[src/rtl/core/spi_flash_ring_page_writer_core_defines.svh]
// Assertion macros shared by the serial flash ring page writer RTL.
`ifndef SPI_FLASH_RING_PAGE_WRITER_CORE_DEFINES_SVH
`define SPI_FLASH_RING_PAGE_WRITER_CORE_DEFINES_SVH

`ifndef SYNTHESIS
// The consequent must hold in the same cycle as the antecedent.
`define SFRPW_ASSERT_SAME(lbl, ante, cons, msg) \
  lbl: assert property (@(posedge clk_i) disable iff (!rst_ni) (ante) |-> (cons)) \
    else $error(msg);
// The consequent must hold in the cycle after the antecedent.
`define SFRPW_ASSERT_NEXT(lbl, ante, cons, msg) \
  lbl: assert property (@(posedge clk_i) disable iff (!rst_ni) (ante) |=> (cons)) \
    else $error(msg);
`else
`define SFRPW_ASSERT_SAME(lbl, ante, cons, msg)
`define SFRPW_ASSERT_NEXT(lbl, ante, cons, msg)
`endif

`endif

[src/rtl/core/sfrpw_pkg.sv]
// Types, command codes and helpers of the serial flash ring page writer.
`default_nettype none

package sfrpw_pkg;

  // Configuration register indexes.
  typedef enum logic [1:0] {
    CFG_RING_START = 2'd0,
    CFG_RING_STOP  = 2'd1,
    CFG_ERASE_EN   = 2'd2
  } cfg_idx_e;

  // Flash command bytes.
  localparam logic [7:0] CMD_NONE  = 8'h00;
  localparam logic [7:0] CMD_WREN  = 8'h06;
  localparam logic [7:0] CMD_PP    = 8'h02;
  localparam logic [7:0] CMD_SE4K  = 8'h20;
  localparam logic [7:0] CMD_SE64K = 8'hD8;

  // Erase geometry.
  localparam logic [31:0] SMALL_SECTOR_END = 32'h0000_8000;
  localparam logic [31:0] BIG_SECTOR_START = 32'h0001_0000;
  localparam logic [31:0] MASK_4K          = 32'h0000_0FFF;
  localparam logic [31:0] MASK_64K         = 32'h0000_FFFF;

  // Last position inside an erase or program header group.
  localparam logic [2:0] POS_LAST = 3'd4;

  // Erase command for a sector that starts at this address, CMD_NONE if none.
  // The region between the small and the big sectors is never erased.
  function automatic logic [7:0] erase_cmd(input logic [31:0] addr);
    logic [7:0] cmd;
    cmd = CMD_NONE;
    if (addr < SMALL_SECTOR_END) begin
      if ((addr & MASK_4K) == 32'd0) cmd = CMD_SE4K;
    end else if (addr >= BIG_SECTOR_START) begin
      if ((addr & MASK_64K) == 32'd0) cmd = CMD_SE64K;
    end
    return cmd;
  endfunction

endpackage

`default_nettype wire

[src/rtl/core/spi_flash_ring_page_writer_core.sv]
// Serial flash ring page writer: turns data bytes into SPI command and data words.
// The first output word is valid in the cycle after its input word is accepted. Throughput:
// one input word per cycle inside a burst if unstalled; a word that also opens a burst or
// triggers erases drains 6 to 16 output words, one per cycle, from the output register.
// The next input word is accepted in the cycle the last output word of the previous one goes.
// Reset clears the write pointer, address and burst count and loads the register defaults.
`default_nettype none

`include "spi_flash_ring_page_writer_core_defines.svh"

module spi_flash_ring_page_writer_core #(
  parameter int PAGE_BYTES   = 256,  // power of two
  parameter int ADDRESS_BITS = 24
) (
  input  logic        clk_i,
  input  logic        rst_ni,
  // Configuration write channel.
  input  logic        cfg_valid_i,
  output logic        cfg_ready_o,
  input  logic [1:0]  cfg_index_i,
  input  logic [23:0] cfg_data_i,
  // Input channel.
  input  logic        in_valid_i,
  output logic        in_stall_o,
  input  logic [7:0]  data_byte_i,
  input  logic [23:0] bytes_left_i,
  input  logic        block_first_i,
  // Output channel.
  output logic        out_valid_o,
  input  logic        out_stall_i,
  output logic [7:0]  spi_byte_o,
  output logic        release_cs_o,
  output logic        poll_busy_first_o,
  output logic        run_last_o
);
  import sfrpw_pkg::*;

  // Groups of output words that one input word can cause, in emission order.
  typedef enum logic [1:0] {
    SEG_PRE  = 2'd0,
    SEG_HDR  = 2'd1,
    SEG_DATA = 2'd2,
    SEG_POST = 2'd3
  } seg_e;

  localparam int AW       = (ADDRESS_BITS > 24) ? ADDRESS_BITS : 24;
  localparam int PageBits = $clog2(PAGE_BYTES);
  localparam int BW       = $clog2(PAGE_BYTES + 1);
  localparam logic [AW-1:0] AddrMask = AW'((64'd1 << ADDRESS_BITS) - 64'd1);
  localparam logic [BW-1:0] PageLen  = BW'(PAGE_BYTES);

  // Configuration registers.
  logic [23:0] ring_start_q, ring_stop_q;
  logic        erase_en_q;

  // Write state.
  logic [AW-1:0] wp_q, cur_q;
  logic [BW-1:0] burst_q;

  // Output register and drain sequencer.
  logic          out_valid_q, out_valid_d;
  seg_e          seg_q, seg_d;
  logic [2:0]    pos_q, pos_d;
  logic [7:0]    pre_cmd_q, post_cmd_q, data_q;
  logic          hdr_q, rel_q;
  logic [23:0]   addr0_q, addr1_q;

  // Next-state logic.
  logic          in_acc, out_fire, last;
  logic          open_burst, close_burst;
  logic [AW-1:0] wp_masked, start_x, stop_x, cur_a, cur_inc, cur_wrap, cur_d, space;
  logic [23:0]   left_x;
  logic [PageBits-1:0] want, page_lim;
  logic [BW-1:0] count, burst_cur, burst_nx;
  logic [7:0]    pre_cmd_d, post_cmd_d;
  seg_e          seg_start;

  assign cfg_ready_o = 1'b1;

  // Configuration writes; an index beyond the list is ignored.
  always_ff @(posedge clk_i or negedge rst_ni) begin
    if (!rst_ni) begin
      ring_start_q <= 24'd0;
      ring_stop_q  <= 24'hFF_FFFF;
      erase_en_q   <= 1'b1;
    end else if (cfg_valid_i && cfg_ready_o) begin
      case (cfg_idx_e'(cfg_index_i))
        CFG_RING_START: ring_start_q <= cfg_data_i;
        CFG_RING_STOP:  ring_stop_q  <= cfg_data_i;
        CFG_ERASE_EN:   erase_en_q   <= cfg_data_i[0];
        default: ;
      endcase
    end
  end

  // Address, burst length and erase decisions for the incoming word.
  always_comb begin
    wp_masked = wp_q & AddrMask;
    start_x   = AW'(ring_start_q);
    stop_x    = AW'(ring_stop_q);
    if (block_first_i) begin
      cur_a = (wp_masked < start_x) ? start_x : wp_masked;
    end else begin
      cur_a = cur_q;
    end
    open_burst = block_first_i || (burst_q == '0);

    // Burst length: block remainder, page remainder and ring space.
    left_x = (bytes_left_i == 24'd0) ? 24'd1 : bytes_left_i;
    if (left_x >= 24'(PAGE_BYTES)) begin
      want = {PageBits{1'b1}};
    end else begin
      want = PageBits'(left_x - 24'd1);
    end
    page_lim = ~cur_a[PageBits-1:0];
    if (want > page_lim) want = page_lim;
    space = (stop_x - cur_a) & AddrMask;
    count = (space >= AW'(PAGE_BYTES)) ? (BW'(want) + BW'(1)) : BW'(1);

    burst_cur   = open_burst ? count : burst_q;
    burst_nx    = burst_cur - BW'(1);
    close_burst = (burst_nx == '0);

    // Address after this byte, wrapping to the ring start when the burst ends past the stop.
    cur_inc  = (cur_a + AW'(1)) & AddrMask;
    cur_wrap = (cur_inc > stop_x) ? start_x : cur_inc;
    cur_d    = close_burst ? cur_wrap : cur_inc;

    pre_cmd_d  = (erase_en_q && block_first_i) ? erase_cmd(32'(cur_a)) : CMD_NONE;
    post_cmd_d = (erase_en_q && close_burst) ? erase_cmd(32'(cur_wrap)) : CMD_NONE;

    if (pre_cmd_d != CMD_NONE) begin
      seg_start = SEG_PRE;
    end else if (open_burst) begin
      seg_start = SEG_HDR;
    end else begin
      seg_start = SEG_DATA;
    end
  end

  // Handshakes: a new word enters when the output register is empty or drains this cycle.
  assign last       = ((seg_q == SEG_DATA) && (post_cmd_q == CMD_NONE)) ||
                      ((seg_q == SEG_POST) && (pos_q == POS_LAST));
  assign out_fire   = out_valid_q && !out_stall_i;
  assign in_stall_o = out_valid_q && !(last && !out_stall_i);
  assign in_acc     = in_valid_i && !in_stall_o;

  // Drain sequencer over the groups of the current word.
  always_comb begin
    out_valid_d = out_valid_q;
    seg_d       = seg_q;
    pos_d       = pos_q;
    if (in_acc) begin
      out_valid_d = 1'b1;
      seg_d       = seg_start;
      pos_d       = 3'd0;
    end else if (out_fire) begin
      if (last) begin
        out_valid_d = 1'b0;
      end else if ((seg_q == SEG_DATA) || (pos_q == POS_LAST)) begin
        pos_d = 3'd0;
        case (seg_q)
          SEG_PRE:  seg_d = hdr_q ? SEG_HDR : SEG_DATA;
          SEG_HDR:  seg_d = SEG_DATA;
          SEG_DATA: seg_d = SEG_POST;
          default:  seg_d = SEG_POST;
        endcase
      end else begin
        pos_d = pos_q + 3'd1;
      end
    end
  end

  // Control state and output payload register.
  always_ff @(posedge clk_i or negedge rst_ni) begin
    if (!rst_ni) begin
      wp_q        <= '0;
      cur_q       <= '0;
      burst_q     <= '0;
      out_valid_q <= 1'b0;
      seg_q       <= SEG_DATA;
      pos_q       <= 3'd0;
      pre_cmd_q   <= CMD_NONE;
      post_cmd_q  <= CMD_NONE;
      hdr_q       <= 1'b0;
      addr0_q     <= '0;
      addr1_q     <= '0;
      data_q      <= '0;
      rel_q       <= 1'b0;
    end else begin
      out_valid_q <= out_valid_d;
      seg_q       <= seg_d;
      pos_q       <= pos_d;
      if (in_acc) begin
        cur_q      <= cur_d;
        burst_q    <= burst_nx;
        if (close_burst) wp_q <= cur_wrap;
        pre_cmd_q  <= pre_cmd_d;
        post_cmd_q <= post_cmd_d;
        hdr_q      <= open_burst;
        addr0_q    <= cur_a[23:0];
        addr1_q    <= cur_wrap[23:0];
        data_q     <= data_byte_i;
        rel_q      <= close_burst;
      end
    end
  end

  // Output word of the current group position.
  always_comb begin
    logic [7:0]  cmd;
    logic [23:0] addr;
    cmd  = (seg_q == SEG_POST) ? post_cmd_q : pre_cmd_q;
    addr = (seg_q == SEG_POST) ? addr1_q : addr0_q;
    if (seg_q == SEG_HDR) cmd = CMD_PP;
    spi_byte_o        = data_q;
    release_cs_o      = 1'b0;
    poll_busy_first_o = 1'b0;
    if (seg_q == SEG_DATA) begin
      release_cs_o = rel_q;
    end else begin
      case (pos_q)
        3'd0: begin
          spi_byte_o        = CMD_WREN;
          release_cs_o      = 1'b1;
          poll_busy_first_o = 1'b1;
        end
        3'd1: spi_byte_o = cmd;
        3'd2: spi_byte_o = addr[23:16];
        3'd3: spi_byte_o = addr[15:8];
        3'd4: begin
          spi_byte_o   = addr[7:0];
          release_cs_o = (seg_q != SEG_HDR);
        end
        default: spi_byte_o = data_q;
      endcase
    end
  end

  assign out_valid_o = out_valid_q;
  assign run_last_o  = last;

  // Checks on the drain sequencer and the burst counter.
  `SFRPW_ASSERT_SAME(a_stall_mid_run, out_valid_o && !run_last_o, in_stall_o, "input taken mid run")
  `SFRPW_ASSERT_NEXT(a_drain_empty, out_fire && last && !in_acc, !out_valid_o, "stale output word")
  `SFRPW_ASSERT_SAME(a_burst_range, 1'b1, burst_q <= PageLen, "burst count beyond page")
  `SFRPW_ASSERT_NEXT(a_load_valid, in_acc, out_valid_o && pos_q == 3'd0, "load did not start run")

endmodule

`default_nettype wire
[config.mk]
export PLATFORM = sky130hd
export DESIGN_NAME = spi_flash_ring_page_writer_core
export DESIGN_NICKNAME = d
export VERILOG_FILES = /design/src/rtl/core/sfrpw_pkg.sv /design/src/rtl/core/spi_flash_ring_page_writer_core.sv
export VERILOG_INCLUDE_DIRS = /design/src /design/src/rtl/core
export SDC_FILE = /design/constraint.sdc
export NUM_CORES = 1
export LEC_CHECK = 0
export BUFFER_PORTS_ARGS = -buffer_cell sky130_fd_sc_hd__buf_4
export CAP_MARGIN = 20
export CORE_MARGIN = 3
export CORE_UTILIZATION = 50
export DETAILED_ROUTE_END_ITERATION = 16
export PLACE_DENSITY = 0.68
export RECOVER_POWER = 25
export SLEW_MARGIN = 40
export SYNTH_ARGS = -nofsm -noshare
export SYNTH_HDL_FRONTEND = slang
export SYNTH_SLANG_ARGS = --single-unit
[constraint.sdc]
create_clock -name clk_i -period 15.5 [get_ports clk_i]
set_input_delay 3.1 -clock clk_i [delete_from_list [all_inputs] [get_ports clk_i]]
set_output_delay 3.1 -clock clk_i [all_outputs]
set_load 0.02 [all_outputs]
==> results of run 1 <==
per-layer routing:
metal | track usage (%) | routed length (um) | up-vias
met3 | 5.846 | 3732 | 108
met1 | 42.22 | 18210 | 5896
met5 | 0 | 23 | -
met4 | 10.67 | 1575 | 4
li1 | - | - | 5747
met2 | 45.54 | 18430 | 621
worst max-delay path: cells and delay by family:
kind / cells / cell delay (ps)
simple gates: 7 / 2090
fa+ha+maj: 2 / 520
mux: 2 / 680
compound gates: 10 / 2610
xor+xnor: 1 / 180
buf+inv: 5 / 1590
through the flow:
step / hold slack (ps) / util [%] / power [mW] / area, um^2
after detailed placement: 462.6 / 54.89 / 2.723 / 13980
after global placement: 455.1 / 54.82 / 2.687 / 13960
after floorplan: 442.2 / - / 2.107 / 13140
after global routing: 499.9 / 57.06 / 3.422 / 14540
final: 484.8 / 57.06 / 3.196 / 14540
after CTS: 479.6 / 57.09 / 3.154 / 14540
worst paths after layout:
kind,to,slack [ps],cells after the start
worst max register to register,wp_masked[13],5720,34
worst min-delay path,data_q[6],480,2
min in group asynchronous,ring_start_q[5],2920,1
max in group asynchronous,burst_q[0],8100,2
worst max-delay path,wp_masked[13],4990,27
worst min register to register,data_q[6],480,2
area by class of cell:
cell class              instances  area [um^2]
fillers                      2287        10940
clock inverters                14        122.6
inverters                      87        326.6
well taps                     330        412.9
multi-input cells            1223         8115
flip-flops and latches        174         4387
clock buffers                  18        439.2
repair buffers                 98        732.0
cell usage after synthesis, drive strengths merged (17+ instances only):
cell    count  area [um^2]
dfrtp     148         3704
nand2     251        942.2
xnor2      36        315.3
clkbuf     65        245.2
nor3       32        165.2
a31oi      24        156.4
a21oi      73        369.1
mux2       60        709.4
o211ai     24        190.2
dfstp      26        683.2
mux2i      29        290.3
nor2      104        395.4
a21o       22        165.2
nand3      28        140.1
o21ai     151        755.7
ha         80         1001
nand4      20        131.4
o21a       17        127.6
inv        86        322.8
or3        23        143.9
nor2b      22        137.6
flip-flops by register name, summed over array words and instances, names as in the netlist:
signal and flops:
out_valid_o 1, pos_q 3, data_q 8, addr0_q 24
seg_q 2, cur_q 24, burst_q 9, ring_start_q 24
ring_stop_q 24, erase_en_q 1, pre_cmd_q 2, wp_masked 24
hdr_q 1, rel_q 1, addr1_q 24, post_cmd_q 2
logic make-up after synthesis:
group,after synthesis,share of synthesized area (%)
AND/OR/NAND/NOR,562,20.17
AO/OA/AOI/OAI,443,22.87
flip-flops,174,33.40
buffers and inverters,164,5.058
multiplexers,89,7.611
adder cells (fa/ha/maj),84,7.935
XOR/XNOR,44,2.934
other,1,0.02855
power groups by stage:
stage / Combinational, mW / Clock, mW / Sequential, mW
after floorplan: 1.38 / 0 / 0.729
after global placement: 1.91 / 0 / 0.780
after detailed placement: 1.94 / 0 / 0.783
after CTS: 1.95 / 0.426 / 0.778
after global routing: 2.17 / 0.445 / 0.802
final: 1.99 / 0.424 / 0.783
==> summary.md, run 1 <==
| Metric | Value |
|---|---|
| Pleak | `6.299 nW` |
| DR vias | `roughly 12000` |
| Worst VDD drop | `0.1109 mV` |
| RSZ-0062 raised after global routing | `no` |
| Crit path largest cell delay | `690 ps` |
| Die ar. | `about 0.028 mm^2` |
| Fmax achieved | `between 0.09 and 0.1 GHz` |
| Die width | `168.1 um` |
| NumNets Final | `1745` |
| CTS buffer count | `17` |
| Antenna Violating Nets Remaining | `0` |
| Final Critical Period | `10520 ps` |
| Worst slew pin tran | `4072 ps` |
| Clock share of power | `13.3%` |
| ANT cells | `0` |
| Grt total ovfl | `0` |
| Reg power frac | `24.5%` |
| CP max-delay cell | `and4_1` |
| Layout cell share with drive strength beyond 1 | `16.42%` |
| CTS Buffer Depth | `2` |
| Power Dens Cells | `roughly 220 mW/mm^2` |
| CP Data Arrival Time | `between 10000 and 15000 ps` |
| Status | `finished with violations` |
| Post-Syn Nets | `1705` |
| Worst min path class | `reg -> reg` |
| Comb pwr share | `~62%` |
| Sw power | `1.628 mW` |
| Hold Path Origin | `data_q[6]` |
| # IOs | `around 80` |
| Ys async rst share | `between 90% and 100%` |
| DP HPWL | `31.07 mm` |
| Total number of yosys warnings | `0` |
| Vias in the first global route | `11790` |
| WL/cell | `approximately 22 um` |
| Clock sink total | `174` |
| Most frequent cells in the layout | `nand2_1, dfrtp_1, o21ai_0` |
| Final WS setup | `about 5000 ps` |
| Most common cell after layout, fill and taps aside | `nand2_1` |
| Avg Inst Size Synth | `between 8 and 9 um^2` |
| Resized Gates After CTS | `0` |
| Area Overhead vs Synth | `10.66%` |
| Global-route wire length before repair | `66.72 mm` |
| Register area share after synthesis | `33.40%` |
| DRT Pass-1 Iters | `6` |
| Synth Instances | `1561` |
| Crit end category | `flop` |
| Number of H-tree levels | `4` |
| Initial Util | `51.57%` |
| Postcts setup bufs | `0` |
| Startpoint Class | `primary input` |
| Sw Ratio | `around half` |
| Worst Path Max Fanout | `61` |
| Final Hold Viols | `0` |
| Post-CTS Hold Fix Bufs | `0` |
| Internal power | `1.568 mW` |
| Post-placement cell count | `around 1900` |
| Setup TNS | `0 ps` |
| Worst clock skew | `10.97 ps` |
| Critical Path RT | `roughly 16000 ps` |
| Critical path launch point | `block_first_i` |
| Max-slew violations | `74` |
| Gpl congestion | `0.9855` |
| Synthesized area | `~0.013 mm^2` |
| Final setup viols | `0` |
| Failing checks | `max-capacitance violations, max-slew violations` |
| CTS tree | `done` |
| Worst R2R Start | `ring_start_q[11]` |
| Period utilization | `slightly below 70%` |
| DRC violations left | `0` |
| Crit Path Class | `in -> reg` |
| Rows | `58` |
| Post-synth EDFFs | `0` |
| Slew margin rel. | `-171.4%` |
| Via density | `6.366` |
| IO buf count | `76` |
| Top_reg_cell synth | `dfrtp_1` |
| Unique masters post-synth | `98` |
| Largest net degree at the start of global routing | `97` |
| CTS Root Cell | `clkbuf_16` |
| Iter 0 DRT Violations | `1371` |
| Fin cells | `roughly 2000` |
| GRT Total Usage | `29.79%` |
| Total Wirelength | `41.96 mm` |
| Die Y | `168.1 um` |
| Setup WS pre-CTS | `4605 ps` |
| Worst-path clk slew | `70 ps` |
| Antenna violations before repair | `2` |
| Core Area | `0.02547 mm^2` |
| Clock latency on the worst-skew pair | `440 ps` |
| #FFs+latches synth | `174` |
| MaxCap Viol Count | `1` |
(Power assumes the default switching activity.)
==> run 2, diff against run 1 <==
--- a/config.mk
+++ b/config.mk
@@ -11,7 +11,7 @@
 export CORE_MARGIN = 3
 export CORE_UTILIZATION = 50
 export DETAILED_ROUTE_END_ITERATION = 16
-export PLACE_DENSITY = 0.68
+export PLACE_DENSITY = 0.7
 export RECOVER_POWER = 25
 export SLEW_MARGIN = 40
 export SYNTH_ARGS = -nofsm -noshare
==> constraint.sdc (replaced) <==
create_clock -name clk_i -period 8.86 [get_ports clk_i]
set_input_delay 1.772 -clock clk_i [delete_from_list [all_inputs] [get_ports clk_i]]
set_output_delay 1.772 -clock clk_i [all_outputs]
set_load 0.02 [all_outputs]
==> summary.md, run 2 (same netlist as run 1, synthesis figures left out) <==
| Metric | Value |
|---|---|
| Finished Cell Area | `0.01496 mm^2 (+2.9%)` |
| Crit Path Class | `reg -> reg` |
| Final Critical Period | `8456 ps` |
| R2r endpoint | `post_cmd_q[6]` |
| Post-placement cell count | `1949 (+2.0%)` |
| Layout cell share with drive strength beyond 1 | `18.90% (+2.5 points)` |
| Die ar. | `0.02825 mm^2 (unchanged)` |
| Final setup viols | `0 (unchanged)` |
| WL/cell | `22.10 um (+2.4%)` |
| ANT cells | `0 (unchanged)` |
| Worst R2R Start | `wp_masked[11]` |
| Total power | `5.826 mW (+82%)` |
| Max-slew violations | `109 (+47%)` |
| DR vias | `12620 (+2.0%)` |
| Antenna violations before repair | `0 (-2)` |
| Die width | `168.1 um (unchanged)` |
| MaxCap Viol Count | `2 (+1)` |
| Rows | `58 (unchanged)` |
| Period utilization | `between 90% and 100%` |
| Most frequent cells in the layout | `nand2_1, dfrtp_1, o21ai_0` |
| CTS Root Cell | `clkbuf_16` |
| CTS tree | `done` |
| Critical Path RT | `9230 ps (-6590 ps)` |
| Die Y | `168.1 um (unchanged)` |
| Gpl congestion | `0.9950 (+0.96%)` |
| Reg2Reg Setup Slack | `400 ps (-5320 ps)` |
| Worst-path clk slew | `70 ps (about the same)` |
| Power Dens Cells | `389.4 mW/mm^2 (+77%)` |
| Crit path largest cell delay | `620 ps (-70 ps)` |
| CP endpoint | `post_cmd_q[6]` |
| Clock latency on the worst-skew pair | `440 ps (about the same)` |
| CP Data Arrival Time | `8830 ps (-2010 ps)` |
| # IOs | `78 (unchanged)` |
| Largest net degree at the start of global routing | `107 (+10%)` |
| Met3 WL | `4.162 mm (+12%)` |
| Post-Route M1 WL | `18.61 mm (+2.2%)` |
| Vias in the first global route | `11940 (+1.3%)` |
| CP max-delay cell | `or4_4` |
| IO buf count | `76 (unchanged)` |
| Initial Util | `51.57% (unchanged)` |
| Core Area | `0.02547 mm^2 (unchanged)` |
| Worst VDD drop | `0.2593 mV (+130%)` |
| Clock sink total | `174 (unchanged)` |
| Worst Path Max Fanout | `21 (-66%)` |
| R2R cell count | `32 (-5.9%)` |
| GRT Total Usage | `30.51% (+0.73 points)` |
| Via density | `6.355 (-0.17%)` |
| Slew margin rel. | `-159.6% (+12 points)` |
| DP HPWL | `32.99 mm (+6.2%)` |
| Fmax achieved | `0.1183 GHz` |
| Critical path launch point | `wp_masked[11]` |
| CTS Buffer Depth | `2 (unchanged)` |
| Number of H-tree levels | `4 (unchanged)` |
| Fin cells | `1986 (+2.2%)` |
| Uppermost routed layer | `met4` |
| Setup TNS | `0 ps (unchanged)` |
| Iter 0 DRT Violations | `1373 (+0.15%)` |
| Antenna Violating Nets Remaining | `0 (unchanged)` |
| CTS buffer count | `17 (unchanged)` |
| Placed cell areas | `0.01428 mm^2 (+2.1%)` |
| Setup WS pre-CTS | `193.9 ps (-4411 ps)` |
| Status | `finished with violations` |
| Area Overhead vs Synth | `13.92%` |
| Worst slew pin tran | `3895 ps (-177.0 ps)` |
| Post-CTS Hold Fix Bufs | `0 (unchanged)` |
| Crit end category | `flop` |
| Grt total ovfl | `0 (unchanged)` |
| Final core utilization | `58.74% (+1.7 points)` |
| Final Hold Viols | `0 (unchanged)` |
| Total Wirelength | `43.89 mm (+4.6%)` |
| Most common cell after layout, fill and taps aside | `nand2_1` |
| Failing checks | `max-capacitance violations, max-slew violations` |
| Global-route wire length before repair | `68.08 mm (+2.0%)` |
| Metal2 WL | `19.16 mm (+4.0%)` |
| Final WS setup | `404.3 ps (-4581 ps)` |
| DRT Pass-1 Iters | `6 (unchanged)` |
| Worst clock skew | `15.29 ps (+4.324 ps)` |
| NumNets Final | `1787 (+2.4%)` |
| Pleak | `6.541 nW (+3.9%)` |
| DRC violations left | `0 (unchanged)` |
| Worst hold margin | `476.9 ps (-7.825 ps)` |
| Worst min path class | `reg -> reg` |
| Startpoint Class | `flop` |
-- run 2: repair_timing --
| item | in CTS | in global routing |
|---|---|---|
| resized for setup | 0 | 12 |
| endpoints found under the setup margin | 0 | 49 |
| buffers inserted | 0 | 4 |
-- run 2: final cells by class --
cell class | instances | area [um^2]
clock buffers | 18 | 429.2
repair buffers | 140 | 1071
multi-input cells | 1223 | 8160
flip-flops and latches | 174 | 4387
well taps | 330 | 412.9
inverters | 87 | 326.6
clock inverters | 14 | 176.4
fillers | 2294 | 10510
-- run 2: how the worst min path moves through the flow --
| stage | start | end | slack, ps | cells past startpoint |
|---|---|---|---|---|
| after detailed placement | pre_cmd_q[5] | pre_cmd_q[5] | 460 | 2 |
| after floorplan | pre_cmd_q[5] | pre_cmd_q[5] | 440 | 2 |
| after CTS | pre_cmd_q[5] | pre_cmd_q[5] | 480 | 2 |
| final | pre_cmd_q[5] | pre_cmd_q[5] | 480 | 2 |
| after global placement | pre_cmd_q[5] | pre_cmd_q[5] | 460 | 2 |
| after global routing | addr1_q[19] | addr1_q[19] | 500 | 2 |
-- run 2: routing by layer --
metal	up-vias	global-route usage, %
li1	5824	-
met1	5979	42.42
met2	688	47.22
met3	131	5.306
met4	0	12.70
met5	-	0
-- run 2: where the power goes --
group	leakage (nW)	total (mW)	switching, mW	internal, mW
Sequential	2.06	1.37	0.256	1.11
Clock	0.296	0.793	0.366	0.427
Combinational	4.18	3.66	2.27	1.39
-- run 2: critical path: cells and delay by family (launching register included) --
family | cells | cell delay, ps
AND/OR/NAND/NOR | 16 | 4060
buffers and inverters | 4 | 720
adder cells (fa/ha/maj) | 2 | 690
flip-flops | 1 | 460
AO/OA/AOI/OAI | 8 | 1740
multiplexers | 1 | 440
XOR/XNOR | 1 | 280
==> run 3, diff against run 2 <==
--- a/config.mk
+++ b/config.mk
@@ -8,10 +8,11 @@
 export LEC_CHECK = 0
 export BUFFER_PORTS_ARGS = -buffer_cell sky130_fd_sc_hd__buf_4
 export CAP_MARGIN = 20
+export CORE_ASPECT_RATIO = 1.1
 export CORE_MARGIN = 3
 export CORE_UTILIZATION = 50
 export DETAILED_ROUTE_END_ITERATION = 16
-export PLACE_DENSITY = 0.7
+export PLACE_DENSITY = 0.68
 export RECOVER_POWER = 25
 export SLEW_MARGIN = 40
 export SYNTH_ARGS = -nofsm -noshare
==> constraint.sdc (replaced) <==
create_clock -name clk_i -period 9.3 [get_ports clk_i]
set_input_delay 1.86 -clock clk_i [delete_from_list [all_inputs] [get_ports clk_i]]
set_output_delay 1.86 -clock clk_i [all_outputs]
set_load 0.02 [all_outputs]
==> summary.md, run 3 (same netlist as run 1, synthesis figures left out) <==
| Metric | Value |
|---|---|
| Status | `finished with violations` |
| Failing checks | `max-capacitance violations, max-slew violations` |
| Largest net degree at the start of global routing | `101 (-5.6%)` |
| Worst slew pin tran | `3861 ps (-33.97 ps)` |
| CTS buffer count | `17 (unchanged)` |
| Resized Gates After CTS | `0 (unchanged)` |
| Core Area | `0.02557 mm^2 (+0.38%)` |
| Rows | `61 (+5.2%)` |
| Setup TNS | `0 ps (unchanged)` |
| MaxCap Viol Count | `2 (unchanged)` |
| DRT Pass-1 Iters | `6 (unchanged)` |
| Startpoint Class | `flop` |
| ANT cells | `0 (unchanged)` |
| Finished Cell Area | `0.01485 mm^2 (-0.78%)` |
| Vias in the first global route | `11880 (-0.54%)` |
| Worst min path class | `reg -> reg` |
| GRT Total Usage | `30.30% (-0.22 points)` |
| Post-CTS Hold Fix Bufs | `0 (unchanged)` |
| Via density | `6.319 (-0.58%)` |
| Worst-path clk slew | `70 ps (about the same)` |
| Crit Path Class | `reg -> reg` |
| Die width | `160.5 um (-4.5%)` |
| Final setup viols | `0 (unchanged)` |
| Global-route wire length before repair | `67.71 mm (-0.54%)` |
| Critical Path RT | `9620 ps (+390 ps)` |
| DR vias | `12490 (-1.0%)` |
| Die Y | `176.0 um (+4.7%)` |
| Fin cells | `1977 (-0.45%)` |
| Clock sink total | `174 (unchanged)` |
| Most frequent cells in the layout | `nand2_1, dfrtp_1, o21ai_0` |
| Slew margin rel. | `-157.4% (+2.3 points)` |
| Crit path largest cell delay | `660 ps (+40 ps)` |
| CP max-delay cell | `or4_4` |
| Worst VDD drop | `0.2058 mV (-21%)` |
| Number of H-tree levels | `4 (unchanged)` |
| Met1 Use GR | `40.95% (-1.5 points)` |
| RSZ-0062 raised after global routing | `no` |
| Met2 global-route usage | `48.00% (+0.78 points)` |
| Layout cell share with drive strength beyond 1 | `17.84% (-1.1 points)` |
| Global-route met3 utilization | `5.420% (+0.11 points)` |
| Most common cell after layout, fill and taps aside | `nand2_1` |
| CTS Root Cell | `clkbuf_16` |
| Fmax achieved | `0.1126 GHz (-4.8%)` |
| Period utilization | `95.53% (about the same)` |
| Worst clock skew | `17.13 ps (+1.834 ps)` |
| Die ar. | `0.02825 mm^2 (about the same)` |
| Antenna violations before repair | `0 (unchanged)` |
| IO buf count | `76 (unchanged)` |
| Crit end category | `flop` |
| Max-slew violations | `103 (-5.5%)` |
| Grt total ovfl | `0 (unchanged)` |
| Antenna Violating Nets Remaining | `0 (unchanged)` |
| Area Overhead vs Synth | `13.03%` |
| DP HPWL | `32.06 mm (-2.8%)` |
| Power Dens Cells | `369.8 mW/mm^2 (-5.0%)` |
| NumNets Final | `1762 (-1.4%)` |
| Initial Util | `51.37% (-0.19 points)` |
| Gpl congestion | `0.9522 (-4.3%)` |
| Total power | `5.491 mW (-5.8%)` |
| Total Wirelength | `43.17 mm (-1.6%)` |
| Pleak | `6.433 nW (-1.7%)` |
| Worst Path Max Fanout | `37 (+76%)` |
| Final Hold Viols | `0 (unchanged)` |
| Placed cell areas | `0.01416 mm^2 (-0.82%)` |
| DRC violations left | `0 (unchanged)` |
| Clock latency on the worst-skew pair | `440 ps (about the same)` |
| # IOs | `78 (unchanged)` |
| CTS tree | `done` |
| Busiest metal layer after global routing | `met2` |
| Post-placement cell count | `1943 (-0.31%)` |
| Top cell by count, worst path | `ha_1` |
| Postcts setup bufs | `0 (unchanged)` |
| WL/cell | `21.84 um (-1.2%)` |
| CTS Buffer Depth | `2 (unchanged)` |
| Final Critical Period | `8884 ps (+428.5 ps)` |
| Iter 0 DRT Violations | `1399 (+1.9%)` |
| CP Data Arrival Time | `9210 ps (+380 ps)` |
==> run 3: worst paths after layout <==
| path | from | end | slack [ps] | cells past startpoint |
|---|---|---|---|---|
| setup / recovery | wp_masked[11] | post_cmd_q[6] | 420 | 30 |
| hold reg to reg | pre_cmd_q[5] | pre_cmd_q[5] | 470 | 2 |
| min in group asynchronous | rst_ni | wp_masked[7] | 1870 | 1 |
| setup reg to reg | wp_masked[11] | post_cmd_q[6] | 420 | 30 |
| hold / removal | pre_cmd_q[5] | pre_cmd_q[5] | 470 | 2 |
| max in group asynchronous | rst_ni | hdr_q | 3040 | 2 |
==> run 3: where the power goes <==
part           switching (mW)  internal [mW]
registers               0.250           1.06
logic                    2.14           1.26
clock network           0.339          0.435
==> run 3: layout make-up <==
| cell class | instances | area, um^2 |
|---|---|---|
| Clock buffer | 18 | 429.2 |
| Clock inverter | 14 | 198.9 |
| Fill cell | 2346 | 10720 |
| Inverter | 87 | 326.6 |
| Multi-Input combinational cell | 1223 | 8173 |
| Sequential cell | 174 | 4388 |
| Tap cell | 346 | 432.9 |
| Timing Repair Buffer | 115 | 898.4 |
==> run 3: layer usage <==
| metal | part of all wire (%) | routed length (um) | vias up |
|---|---|---|---|
| met4 | 4.2 | 1828 | 0 |
| met1 | 42 | 18050 | 5946 |
| met5 | 0 | 0 | - |
| li1 | - | - | 5780 |
| met3 | 8.2 | 3555 | 129 |
| met2 | 46 | 19730 | 637 |
==> run 3: stage by stage <==
step / util (%) / hold WS (ps) / worst slack [ps]
6_report: 58.07 / 472.5 / 415.8
5_1_grt: 58.07 / 502.7 / 51.78
4_1_cts: 57.85 / 477.2 / 112.6
3_5_place_dp: 55.40 / 462.1 / 201.4
3_3_place_gp: 55.31 / 460.3 / 140.6
2_1_floorplan: - / 442.2 / 623.5
==> run 3: worst max-delay path, delay by kind of cell, from the launching register on <==
kind                       cells  cell delay (ps)
and+or+nand+nor               15             4490
AOI/OAI and AO/OA              8             1740
adders and majority gates      3              910
xor gates and xnor gates       1              210
muxes                          1              450
buffers and inverters          2              450
DFF                            1              500
